==> src/rtl/core/assert_macros.svh <==
// Assertion macros shared by the window alarm RTL.
`ifndef ASSERT_MACROS_SVH
`define ASSERT_MACROS_SVH

// Check a property on every rising clock edge outside reset.
`define ASSERT_HOLDS(label, clk, rst, prop, msg) \
   label: assert property (@(posedge clk) disable iff (rst) (prop)) else $error(msg);

// Check that an antecedent is followed in the next cycle by a consequent.
`define ASSERT_NEXT(label, clk, rst, ante, cons, msg) \
   label: assert property (@(posedge clk) disable iff (rst) (ante) |=> (cons)) \
      else $error(msg);

`endif

==> src/rtl/core/twa_pkg.sv <==
// Types and codes shared by the window alarm modules.
`timescale 1ns / 1ps
package twa_pkg;

   // command codes carried in the request
   localparam logic [1:0] CMD_SAMPLE = 2'd0;
   localparam logic [1:0] CMD_TICK   = 2'd1;
   localparam logic [1:0] CMD_LIMIT  = 2'd2;

   // channel status codes
   localparam logic [1:0] ST_UNKNOWN = 2'd0;
   localparam logic [1:0] ST_OUT     = 2'd1;
   localparam logic [1:0] ST_IN      = 2'd2;

   // event codes
   localparam logic [1:0] EV_NONE    = 2'd0;
   localparam logic [1:0] EV_RAISED  = 2'd1;
   localparam logic [1:0] EV_CLEARED = 2'd2;
   localparam logic [1:0] EV_REJECT  = 2'd3;

   // register indexes (word address)
   localparam logic [1:0] REG_CHANNEL_COUNT = 2'd0;
   localparam logic [1:0] REG_CLAMP_HIGH    = 2'd1;
   localparam logic [1:0] REG_CLAMP_LOW     = 2'd2;

   localparam logic [4:0]         RESET_CHANNEL_COUNT = 5'd16;
   localparam logic signed [15:0] RESET_CLAMP_HIGH    = 16'sd999;
   localparam logic signed [15:0] RESET_CLAMP_LOW     = -16'sd999;

   typedef struct packed {
      logic [1:0]         cmd;
      logic [3:0]         channel;
      logic signed [15:0] temperature;
      logic signed [15:0] upper_in;
      logic signed [15:0] lower_in;
   } req_type;

   typedef struct packed {
      logic [3:0]         out_channel;
      logic [1:0]         status;
      logic [1:0]         event_res;
      logic [15:0]        age_before;
      logic signed [15:0] upper_out;
      logic signed [15:0] lower_out;
   } rsp_type;

   typedef struct packed {
      logic [4:0]         channel_count;
      logic signed [15:0] clamp_high;
      logic signed [15:0] clamp_low;
   } cfg_type;

   typedef enum logic {
      S_IDLE,
      S_EXEC
   } ctrl_state_type;

   // controller to datapath
   typedef struct packed {
      logic load;
      logic exec;
   } dp_cmd_type;

   // datapath to controller
   typedef struct packed {
      logic slot_free;
   } dp_status_type;

endpackage

==> src/rtl/core/twa_csr.sv <==
// Configuration registers behind the APB-style port.
`timescale 1ns / 1ps
module twa_csr import twa_pkg::*; (
   input  logic        clock,
   input  logic        reset,
   input  logic        psel,
   input  logic        penable,
   input  logic        pwrite,
   input  logic [3:0]  paddr,
   input  logic [31:0] pwdata,
   output logic [31:0] prdata,
   output logic        pready,
   output cfg_type     cfg
);

   cfg_type    cfg_ff;
   cfg_type    cfg_in;
   logic       wr_en;
   logic [1:0] reg_idx;

   assign pready  = 1'b1;
   assign wr_en   = psel && penable && pwrite;
   assign reg_idx = paddr[3:2];
   assign cfg     = cfg_ff;

   always_comb begin
      cfg_in = cfg_ff;
      if (wr_en) begin
         unique case (reg_idx)
            REG_CHANNEL_COUNT: cfg_in.channel_count = pwdata[4:0];
            REG_CLAMP_HIGH:    cfg_in.clamp_high    = pwdata[15:0];
            REG_CLAMP_LOW:     cfg_in.clamp_low     = pwdata[15:0];
            default:           cfg_in = cfg_ff;
         endcase
      end
   end

   always_comb begin
      unique case (reg_idx)
         REG_CHANNEL_COUNT: prdata = {27'd0, cfg_ff.channel_count};
         REG_CLAMP_HIGH:    prdata = {{16{cfg_ff.clamp_high[15]}}, cfg_ff.clamp_high};
         REG_CLAMP_LOW:     prdata = {{16{cfg_ff.clamp_low[15]}}, cfg_ff.clamp_low};
         default:           prdata = 32'd0;
      endcase
   end

   always_ff @(posedge clock) begin
      if (reset) begin
         cfg_ff.channel_count <= RESET_CHANNEL_COUNT;
         cfg_ff.clamp_high    <= RESET_CLAMP_HIGH;
         cfg_ff.clamp_low     <= RESET_CLAMP_LOW;
      end else begin
         cfg_ff <= cfg_in;
      end
   end

endmodule

==> src/rtl/core/twa_ctrl.sv <==
// Controller: capture a request, then execute it once the output slot is free.
`timescale 1ns / 1ps
module twa_ctrl import twa_pkg::*; (
   input  logic          clock,
   input  logic          reset,
   input  logic          req_valid,
   output logic          req_ready,
   input  dp_status_type dp_status,
   output dp_cmd_type    dp_cmd
);

   ctrl_state_type state_ff;
   ctrl_state_type state_in;

   always_comb begin
      state_in = state_ff;
      unique case (state_ff)
         S_IDLE: begin
            if (req_valid) state_in = S_EXEC;
         end
         S_EXEC: begin
            if (dp_status.slot_free) state_in = S_IDLE;
         end
         default: state_in = S_IDLE;
      endcase
   end

   always_comb begin
      req_ready   = 1'b0;
      dp_cmd.load = 1'b0;
      dp_cmd.exec = 1'b0;
      unique case (state_ff)
         S_IDLE: begin
            req_ready   = 1'b1;
            dp_cmd.load = req_valid;
         end
         S_EXEC: begin
            dp_cmd.exec = dp_status.slot_free;
         end
         default: begin
            req_ready = 1'b0;
         end
      endcase
   end

   always_ff @(posedge clock) begin
      if (reset) begin
         state_ff <= S_IDLE;
      end else begin
         state_ff <= state_in;
      end
   end

endmodule

==> src/rtl/core/twa_dpath.sv <==
// Datapath: per-channel limits, status and age, and the result register.
`timescale 1ns / 1ps
module twa_dpath import twa_pkg::*; #(
   parameter int CHANNELS = 16
) (
   input  logic          clock,
   input  logic          reset,
   input  req_type       req_data,
   input  cfg_type       cfg,
   input  dp_cmd_type    dp_cmd,
   output dp_status_type dp_status,
   input  logic          rsp_ready,
   output logic          rsp_valid,
   output rsp_type       rsp_data
);

   // only channels 0..15 can be named by a request
   localparam int STORED = (CHANNELS < 16) ? CHANNELS : 16;
   localparam int IW     = (STORED > 1) ? $clog2(STORED) : 1;
   localparam int CW     = ($clog2(CHANNELS + 1) > 5) ? $clog2(CHANNELS + 1) : 5;

   req_type            req_ff;
   rsp_type            rsp_ff;
   rsp_type            rsp_in;
   logic               rsp_valid_ff;
   logic               rsp_valid_in;

   logic signed [15:0] hi_lim_ff [STORED];
   logic signed [15:0] lo_lim_ff [STORED];
   logic [1:0]         status_ff [STORED];
   logic [1:0]         status_in [STORED];
   logic [15:0]        age_ff    [STORED];
   logic [15:0]        age_in    [STORED];

   logic [IW-1:0]      idx;
   logic [CW-1:0]      ch_wide;
   logic [CW-1:0]      count_wide;
   logic [CW-1:0]      active;
   logic               ch_exists;
   logic               lim_wr;
   logic signed [15:0] clamp_up;
   logic signed [15:0] clamp_lo;
   logic signed [15:0] new_up;
   logic signed [15:0] new_lo;
   logic               in_window;

   function automatic logic signed [15:0] clamp_limit(input logic signed [15:0] v,
                                                      input logic signed [15:0] hi,
                                                      input logic signed [15:0] lo);
      logic signed [15:0] r;
      r = (v > hi) ? hi : v;
      r = (r < lo) ? lo : r;
      return r;
   endfunction

   assign idx        = req_ff.channel[IW-1:0];
   assign ch_wide    = CW'(req_ff.channel);
   assign count_wide = CW'(cfg.channel_count);
   assign active     = (count_wide > CW'(CHANNELS)) ? CW'(CHANNELS) : count_wide;
   assign ch_exists  = ch_wide < CW'(CHANNELS);

   assign clamp_up  = clamp_limit(req_ff.upper_in, cfg.clamp_high, cfg.clamp_low);
   assign clamp_lo  = clamp_limit(req_ff.lower_in, cfg.clamp_high, cfg.clamp_low);
   assign new_up    = (clamp_lo > clamp_up) ? clamp_lo : clamp_up;
   assign new_lo    = (clamp_lo > clamp_up) ? clamp_up : clamp_lo;
   assign in_window = (req_ff.temperature >= lo_lim_ff[idx]) &&
                      (req_ff.temperature <= hi_lim_ff[idx]);

   assign dp_status.slot_free = !rsp_valid_ff || rsp_ready;
   assign rsp_valid           = rsp_valid_ff;
   assign rsp_data            = rsp_ff;

   always_comb begin
      rsp_in    = '0;
      lim_wr    = 1'b0;
      status_in = status_ff;
      age_in    = age_ff;
      case (req_ff.cmd)
         CMD_TICK: begin
            for (int i = 0; i < STORED; i++) begin
               if (CW'(i) < active && age_ff[i] != 16'hFFFF) age_in[i] = age_ff[i] + 16'd1;
            end
         end
         CMD_SAMPLE: begin
            rsp_in.out_channel = req_ff.channel;
            if (!ch_exists || ch_wide >= active) begin
               rsp_in.event_res = EV_REJECT;
            end else begin
               rsp_in.age_before = age_ff[idx];
               rsp_in.upper_out  = hi_lim_ff[idx];
               rsp_in.lower_out  = lo_lim_ff[idx];
               if (in_window) begin
                  rsp_in.status    = ST_IN;
                  rsp_in.event_res = (status_ff[idx] == ST_OUT) ? EV_CLEARED : EV_NONE;
               end else begin
                  rsp_in.status    = ST_OUT;
                  rsp_in.event_res = (status_ff[idx] != ST_OUT) ? EV_RAISED : EV_NONE;
               end
               status_in[idx] = rsp_in.status;
               age_in[idx]    = 16'd0;
            end
         end
         CMD_LIMIT: begin
            rsp_in.out_channel = req_ff.channel;
            if (!ch_exists) begin
               rsp_in.event_res = EV_REJECT;
            end else begin
               lim_wr            = 1'b1;
               rsp_in.status     = status_ff[idx];
               rsp_in.age_before = age_ff[idx];
               rsp_in.upper_out  = new_up;
               rsp_in.lower_out  = new_lo;
            end
         end
         default: rsp_in = '0;
      endcase
   end

   always_comb begin
      rsp_valid_in = rsp_valid_ff;
      if (dp_cmd.exec) rsp_valid_in = 1'b1;
      else if (rsp_ready) rsp_valid_in = 1'b0;
   end

   always_ff @(posedge clock) begin
      if (reset) begin
         rsp_valid_ff <= 1'b0;
         for (int i = 0; i < STORED; i++) begin
            status_ff[i] <= ST_UNKNOWN;
            age_ff[i]    <= 16'd0;
         end
      end else begin
         rsp_valid_ff <= rsp_valid_in;
         if (dp_cmd.exec) begin
            status_ff <= status_in;
            age_ff    <= age_in;
         end
      end
   end

   always_ff @(posedge clock) begin
      if (dp_cmd.load) req_ff <= req_data;
      if (dp_cmd.exec) rsp_ff <= rsp_in;
      if (dp_cmd.exec && lim_wr) begin
         hi_lim_ff[idx] <= new_up;
         lo_lim_ff[idx] <= new_lo;
      end
   end

endmodule

==> src/rtl/core/multichannel_temp_window_alarm_core.sv <==
// Top level of the multichannel temperature window alarm.
`timescale 1ns / 1ps
`include "assert_macros.svh"
// Per-channel temperature window alarm. Each request is a sample, a
// one-second tick or a limit write, and every request yields exactly one
// response. An item has two steps: one captures the request transfer,
// one does a read-modify-write of the channel's limit, status and age
// registers and loads the output register. The execute step waits while
// the output register still holds an untaken response, and no new request
// is taken until the execute step of the last one is done. A new request is
// taken while a finished response waits. Status and age registers are
// cleared by reset; limits are not, and must be written before a channel's
// first sample. Configuration writes land at byte addresses 0, 4 and 8
// (channel count, clamp high, clamp low) and should only be issued while
// the block is idle.
module multichannel_temp_window_alarm_core import twa_pkg::*; #(
   parameter int CHANNELS = 16
) (
   input  logic        clock,
   input  logic        reset,
   input  logic        req_valid,
   output logic        req_ready,
   input  req_type     req_data,
   output logic        rsp_valid,
   input  logic        rsp_ready,
   output rsp_type     rsp_data,
   input  logic        psel,
   input  logic        penable,
   input  logic        pwrite,
   input  logic [3:0]  paddr,
   input  logic [31:0] pwdata,
   output logic [31:0] prdata,
   output logic        pready
);

   cfg_type       cfg;
   dp_cmd_type    dp_cmd;
   dp_status_type dp_status;

   // configuration registers
   twa_csr u_csr (
      .clock   (clock),
      .reset   (reset),
      .psel    (psel),
      .penable (penable),
      .pwrite  (pwrite),
      .paddr   (paddr),
      .pwdata  (pwdata),
      .prdata  (prdata),
      .pready  (pready),
      .cfg     (cfg)
   );

   // sequence capture and execute
   twa_ctrl u_ctrl (
      .clock     (clock),
      .reset     (reset),
      .req_valid (req_valid),
      .req_ready (req_ready),
      .dp_status (dp_status),
      .dp_cmd    (dp_cmd)
   );

   // hold channel state and drive the response register
   twa_dpath #(
      .CHANNELS (CHANNELS)
   ) u_dpath (
      .clock     (clock),
      .reset     (reset),
      .req_data  (req_data),
      .cfg       (cfg),
      .dp_cmd    (dp_cmd),
      .dp_status (dp_status),
      .rsp_ready (rsp_ready),
      .rsp_valid (rsp_valid),
      .rsp_data  (rsp_data)
   );

   // a captured request is always followed by an execute cycle
   `ASSERT_NEXT(a_exec_after_accept, clock, reset, req_valid && req_ready, !req_ready, "request accepted twice in a row")
   // a rejected channel reports no state
   `ASSERT_HOLDS(a_reject_clean, clock, reset, !(rsp_valid && rsp_data.event_res == EV_REJECT) || (rsp_data.status == ST_UNKNOWN && rsp_data.age_before == 16'd0), "rejected response carries state")
   // a raised alarm always leaves the channel out of range
   `ASSERT_HOLDS(a_raised_out, clock, reset, !(rsp_valid && rsp_data.event_res == EV_RAISED) || rsp_data.status == ST_OUT, "alarm raised without out-of-range status")
   // a cleared alarm always leaves the channel in range
   `ASSERT_HOLDS(a_cleared_in, clock, reset, !(rsp_valid && rsp_data.event_res == EV_CLEARED) || rsp_data.status == ST_IN, "alarm cleared without in-range status")

endmodule
==> config.mk <==
export PLATFORM = sky130hd
export DESIGN_NAME = multichannel_temp_window_alarm_core
export DESIGN_NICKNAME = d
export VERILOG_FILES = /design/src/rtl/core/twa_pkg.sv /design/src/rtl/core/twa_csr.sv /design/src/rtl/core/twa_ctrl.sv /design/src/rtl/core/twa_dpath.sv /design/src/rtl/core/multichannel_temp_window_alarm_core.sv
export VERILOG_INCLUDE_DIRS = /design/src /design/src/rtl/core
export SDC_FILE = /design/constraint.sdc
export NUM_CORES = 2
export LEC_CHECK = 0
export BUFFER_PORTS_ARGS = -buffer_cell sky130_fd_sc_hd__buf_2
export CAP_MARGIN = 10
export CORE_MARGIN = 2
export CORE_UTILIZATION = 45
export DETAILED_ROUTE_END_ITERATION = 6
export GPL_ROUTABILITY_DRIVEN = 0
export GPL_TIMING_DRIVEN = 1
export MAX_ROUTING_LAYER = met4
export SETUP_SLACK_MARGIN = 0.3
export SLEW_MARGIN = 40
export SYNTH_ARGS = -nofsm -noshare
export SYNTH_HDL_FRONTEND = slang
export SYNTH_SLANG_ARGS = --single-unit
==> constraint.sdc <==
create_clock -name clock -period 8 [get_ports clock]
set_input_delay 2 -clock clock [delete_from_list [all_inputs] [get_ports clock]]
set_output_delay 2 -clock clock [all_outputs]
set_load 0.01 [all_outputs]
== Yosys cells after proc, flatten, opt, wreduce, memory -nomap -nowiden ==
Memories as Yosys holds them, arrays and structs flattened. A register that Yosys moved wholly into a read port is not among the register bits.
Index checks and enable logic that the tools add are counted.
Storage, ports and cells
  flip-flop bits (word level): 437
  bits in writable memories: 512
  bits of input ports: 97
  memories: 2
Cells by class
  $add $sub $neg: 16
  magnitude comparators: 28
  eq/ne operators: 39
  multiplexer cells: 63
  bitwise operators: 5
  reduce and logical (&&, ||, !) cells: 49
Memories
  u_dpath.hi_lim_ff: words 16, bits a word 16, rd ports 1, clocked after memory_dff 1, write ports 1, line twa_dpath.sv:28  | logic signed [15:0] hi_lim_ff [STORED];
  u_dpath.lo_lim_ff: words 16, bits a word 16, rd ports 1, clocked after memory_dff 1, write ports 1, line twa_dpath.sv:29  | logic signed [15:0] lo_lim_ff [STORED];
Operators by type and width (count)
  $pmux W256 S2: 1
  $mux W16: 25
  $add A16 B1 Y16 const B: 16
  $and A256 B256 Y256: 1
  $mux W256: 1
  $ne A16 B16 Y1 const B: 16
  $not A256 Y256: 1
  $pmux W56 S2: 1
  $mux W48: 2
  $pmux W32 S3: 1
  $bmux W16 S4: 1
  $demux W16 S4: 1
  $reduce_and A4 Y1: 16
  $gt A16 B16 Y1: 3
  $lt A4 B5 Y1 const A: 8
  $ne A2 B1 Y1 const B: 17
  $bwmux W32: 1
  $lt A16 B16 Y1: 2
  $logic_and A1 B1 Y1: 21
  $lt A3 B5 Y1 const A: 4
  $mux W4: 5
  $ge A16 B16 Y1: 1
  $le A16 B16 Y1: 1
  $mux W2: 8
  other kinds (23): 46

== Longest topological paths before layout ==
  word-level depth: 11
  mapped depth: 33
  gate-level depth less buffers: 29

== Hierarchy ==
Synthesis repeated with hierarchy kept, for this count alone.
Unflattened totals
  cells, all modules: 3821
  area total of the unflattened synthesis: 46915.0 µm²
Modules (own cells, without submodules)
  twa_dpath: instances 1, cells each 3605, area each 44915.6 µm², seq. area each 24543.5 µm²
  twa_csr: instances 1, cells each 210, area each 1946.9 µm², seq. area each 740.7 µm²
  twa_ctrl: instances 1, cells each 6, area each 52.6 µm², seq. area each 20.0 µm²

== Worst setup path after synthesis ==
OpenSTA, ideal clock, no wires.
  path type: register to register
  from: reg u_csr.cfg_ff, in the netlist u_csr.cfg[31]
  to: mem u_dpath.hi_lim_ff[0][1] (data pin)
  library setup time: 330 ps
  arrival time: 7066 ps
  setup slack: 604 ps
  cell stages (with the launch flop): 31
  clock period less this slack: 7396 ps
  path through: dfxtp_1 inv_1 ha_1 nand4_2 or4_1 a21oi_2 nor4b_1 nand2b_1 clkbuf_1 o21ai_0 ha_1 a21o_1 a211oi_1 o21ai_1 o21ai_0 or4b_2 o21a_1 o21ai_1 clkbuf_1 a21oi_1 ha_1 a21oi_1 nor2_1 a2111oi_0 nor2_1 nor3_1 a21oi_1 o211a_1 or2_1 buf_2 o21ai_0
On the way
  cells in the longest elaborated chain, start to end: 6
  elaborated cells on any way between the ends: 10
  those cells by class: 5 x order compare; 5 x mux
RTL lines
  start: declaration: line twa_csr.sv:16  | cfg_type cfg_ff;
  start signal: assignment: line twa_csr.sv:53  | cfg_ff <= cfg_in;
  $gt A16 B16 Y1: line twa_dpath.sv:51  | r = (v > hi) ? hi : v;
  $mux W16: line twa_dpath.sv:51
  $lt A16 B16 Y1: line twa_dpath.sv:52  | r = (r < lo) ? lo : r;
  $mux W16: line twa_dpath.sv:52
  $gt A16 B16 Y1: line twa_dpath.sv:64  | assign new_up = (clamp_lo > clamp_up) ? clamp_lo : clamp_up;
  $mux W16 (*): line twa_dpath.sv:64
  via u_dpath.new_up[1]: line twa_dpath.sv:43  | logic signed [15:0] new_up;
  end: declaration: line twa_dpath.sv:28
The timed path passes the listed nets; every way through them passes the cells marked *.

== Worst setup path in the final report ==
  from: reg u_csr.cfg_ff, in the netlist u_csr.cfg[31]
  to: reg u_dpath.rsp_ff, in the netlist u_dpath.rsp_data[17] (data pin)
On the way
  cells in the longest elaborated chain, start to end: 8
  elaborated cells on any way between the ends: 12
  those cells by class: 5 x order compare; 7 x mux
RTL lines
  $gt A16 B16 Y1: line twa_dpath.sv:51
  $mux W16: line twa_dpath.sv:51
  $lt A16 B16 Y1: line twa_dpath.sv:52
  $mux W16: line twa_dpath.sv:52
  $gt A16 B16 Y1: line twa_dpath.sv:64
  $mux W16 (*): line twa_dpath.sv:64
  $mux W48 (*): line twa_dpath.sv:105  | if (!ch_exists) begin
  $pmux W56 S2 (*): line twa_dpath.sv:78  | case (req_ff.cmd)
  end signal: assignment: line twa_dpath.sv:143  | if (dp_cmd.exec) rsp_ff <= rsp_in;
  end: declaration: line twa_dpath.sv:23  | rsp_type rsp_ff;
Mark *: on every way between the ends. The rest lies on a longest branch, timed or not.
A chain may end at the register's enable or synchronous reset.

==> results.tsv <==
metric	value	unit
overflow	0	
clk_pin_slew	0.06	ns
core	0.103	mm²
wl	138000	µm
cp_slowest_cell	or4b_2	
min_path_type	reg2reg	
cp_max_fo	31	
maxCapViolations	0	
areaGrowthSynthToFinish	15.1	%
dpl_cell_area	0.0496	mm²
layout.cells.non_filler	5593	
fmax	135	MHz
ys_seq_area_frac	0.543	
hold_violations	0	
power.share.clock	0.366	
relSlewSlack	0.437	
synthTopCellsByArea	edfxtp_1 40%, dfxtp_1 14%, mux4_2 12%	
tns	0	ns
synth-seq-cells	953	
synthDistinctLibCells	76	
cp_slowest_stage_delay	0.66	ns
drc	0	
tightest_slew	0.845	ns
synth_top_area_frac	0.401	
ant_nets	0	
grt_max_degree	181	
cp.arrival	7.87	ns
syn_area	0.0466	mm²
grtUsageTotal	0.262	
grt_pass1_vias	31700	
die_h	326	µm
critPathCaptureType	flop	
cellLeakagePower	18.1	nW
combPwrFrac	0.188	
setup_viol_count_final	0	
fin_crit	7.43	ns
worstPathRequired	8.44	ns
cts_root_buffer	clkbuf_16	
power_density	250	mW/mm²
dp_cells	5378	
via_per_inst	6.16	
die_x	326	µm
synthCells	3932	
drtIter0Drc	3880	
synth_top_cell_by_area	edfxtp_1	
fin_skew	0.0808	ns
internal_power	9.57	mW
htree_num_levels	3	
post-route-period-util	0.929	
rsz0062_at_grt	true	
crit_path_start_kind	flop	
avgRoutedWirePerCell	24.7	µm
insertion_delay	0.73	ns
p_sw	3.81	mW
dpl.hpwl	91100	µm
synth_edf_count	622	
synth-async-reset-ratio	0	
grt_pass1_wl	205000	µm
seq_power_share	0.446	
portBuffers	168	
io_pins	188	
start_util	0.452	
cts.sinks	953	
layout-drive-gt1-share	0.209	
num_vias	34400	
cts_max_path_buffers	3	
cts_made_buffers	105	
report.final.slew_viol_count	0	
syn_area_per_cell	11.9	µm²
rows	118	
synth_ff_type	edfxtp_1	
synth.most_common_cell	edfxtp_1	
filler_cell_count	8941	
swShare	0.285	
ys_warn_count	0	
firstDrtPassIters	6	
seq_area	0.0253	mm²
multiInputGateArea	0.0204	mm²
synthTopCellsByCount	622 x edfxtp_1, 344 x nor2_1, 331 x dfxtp_1	
peakVddDrop	0.228	mV
synth_fp_nets	4159	
cts_tree	yes	
critPathKind	reg2reg	
finalInstanceArea	0.0536	mm²
status	finished, final reports clean	
nNetsFinal	4348	
ctsHoldBuffers	0	
dieArea	0.106	mm²
antenna_found_initial	5	
## repair_timing
item	in CTS	in global routing
resized for setup	15	36
pin swaps	1	4
gates cloned	1	2
buffers inserted	1	11
setup endpoints to repair	266	544
## cell type report
class,instances,area share
clock inverters,59,0.0126
diodes,3,0.000140
multi-input cells,2640,0.380
repair buffers,329,0.0430
inverters,92,0.00646
well taps,1380,0.0322
flip-flops and latches,953,0.472
clock buffers,137,0.0535
## kinds of logic (layout without fill, tap and decap cells)
logic type	Yosys count	after routing	share of synthesized area
other	1	4	0.0000805
DFF	953	953	0.543
AOI/OAI and AO/OA	925	926	0.125
and+or+nand+nor	1269	1269	0.133
adders and majority gates	130	130	0.0349
xor gates and xnor gates	1	1	0.000188
muxes	313	313	0.135
buffers and inverters	340	617	0.0296
## metrics by stage
stage	power [mW]	hold WS [ns]	utilization	worst slack, ns
finish	13.4	0.477	0.520	0.572
global route	13.8	0.500	0.520	0.211
CTS	13.3	0.477	0.516	0.313
detailed placement	8.32	0.467	0.481	0.0552
global placement	8.28	0.459	0.480	0.00666
floorplan	7.37	0.450	-	0.604
## metal layers
| metal | wire length (µm) | up-vias | GRT usage |
|---|---|---|---|
| li1 | - | 15600 | - |
| met2 | 61900 | 1381 | 0.385 |
| met1 | 62100 | 17300 | 0.383 |
| met4 | 2920 | 0 | 0.0598 |
| met3 | 11500 | 179 | 0.0401 |
| met5 | 0 | - | - |
## cells in the final DEF, fill, tap and decap left out, types with 36 or more instances in the layout
master / count
nand4_1: 50
mux4_2: 250
or3_1: 49
a21oi_1: 318
o21ai_0: 218
a22oi_1: 51
ha_1: 129
nor2b_1: 80
inv_1: 90
buf_4: 140
nand2_1: 320
a2bb2oi_1: 39
a311oi_1: 36
edfxtp_1: 622
buf_2: 167
nand3_1: 92
nor2_1: 327
clkbuf_16: 108
dfxtp_1: 323
mux2i_1: 41
nor3_1: 107
## registers in the layout (all words and copies together), names as in the netlist, named ones only
| name | cells |
|---|---|
| u_dpath.age_ff | 256 |
| u_ctrl.state_ff | 1 |
| u_dpath.rsp_valid | 1 |
| u_dpath.rsp_data | 56 |
| u_dpath.lo_lim_ff | 256 |
| u_dpath.req_ff | 50 |
| u_dpath.hi_lim_ff | 256 |
| u_dpath.status_ff | 32 |
| u_dpath.idx | 4 |
| u_csr.cfg | 37 |
## critical path: cells and delay by family (launching register included)
family	cells	cell delay [ns]
AOI/OAI and AO/OA	16	3.41
and+or+nand+nor	6	1.77
adders and majority gates	3	0.96
buffers and inverters	3	0.66
DFF	1	0.37
## power groups by stage
stage / sequential [mW] / clock (mW) / combinational, mW
floorplan: 6.05 / 0 / 1.32
global placement: 6.08 / 0 / 2.20
detailed placement: 6.08 / 0 / 2.24
CTS: 5.97 / 4.97 / 2.31
global route: 5.98 / 5.18 / 2.68
finish: 5.97 / 4.89 / 2.52
## final timing paths
path | slack (ns) | startpoint | end | cells after the start
max reg2reg | 0.57 | u_csr.cfg[31]$_SDFFE_PP0P_ | u_dpath.rsp_data[17]$_SDFFCE_PN0P_ | 28
min reg2reg | 0.48 | u_dpath.status_ff[25]$_SDFFE_PP0P_ | u_dpath.status_ff[25]$_SDFFE_PP0P_ | 2
min | 0.48 | u_dpath.status_ff[25]$_SDFFE_PP0P_ | u_dpath.status_ff[25]$_SDFFE_PP0P_ | 2
max | 0.57 | u_csr.cfg[31]$_SDFFE_PP0P_ | u_dpath.rsp_data[17]$_SDFFCE_PN0P_ | 28
(Power assumes the default switching activity.)
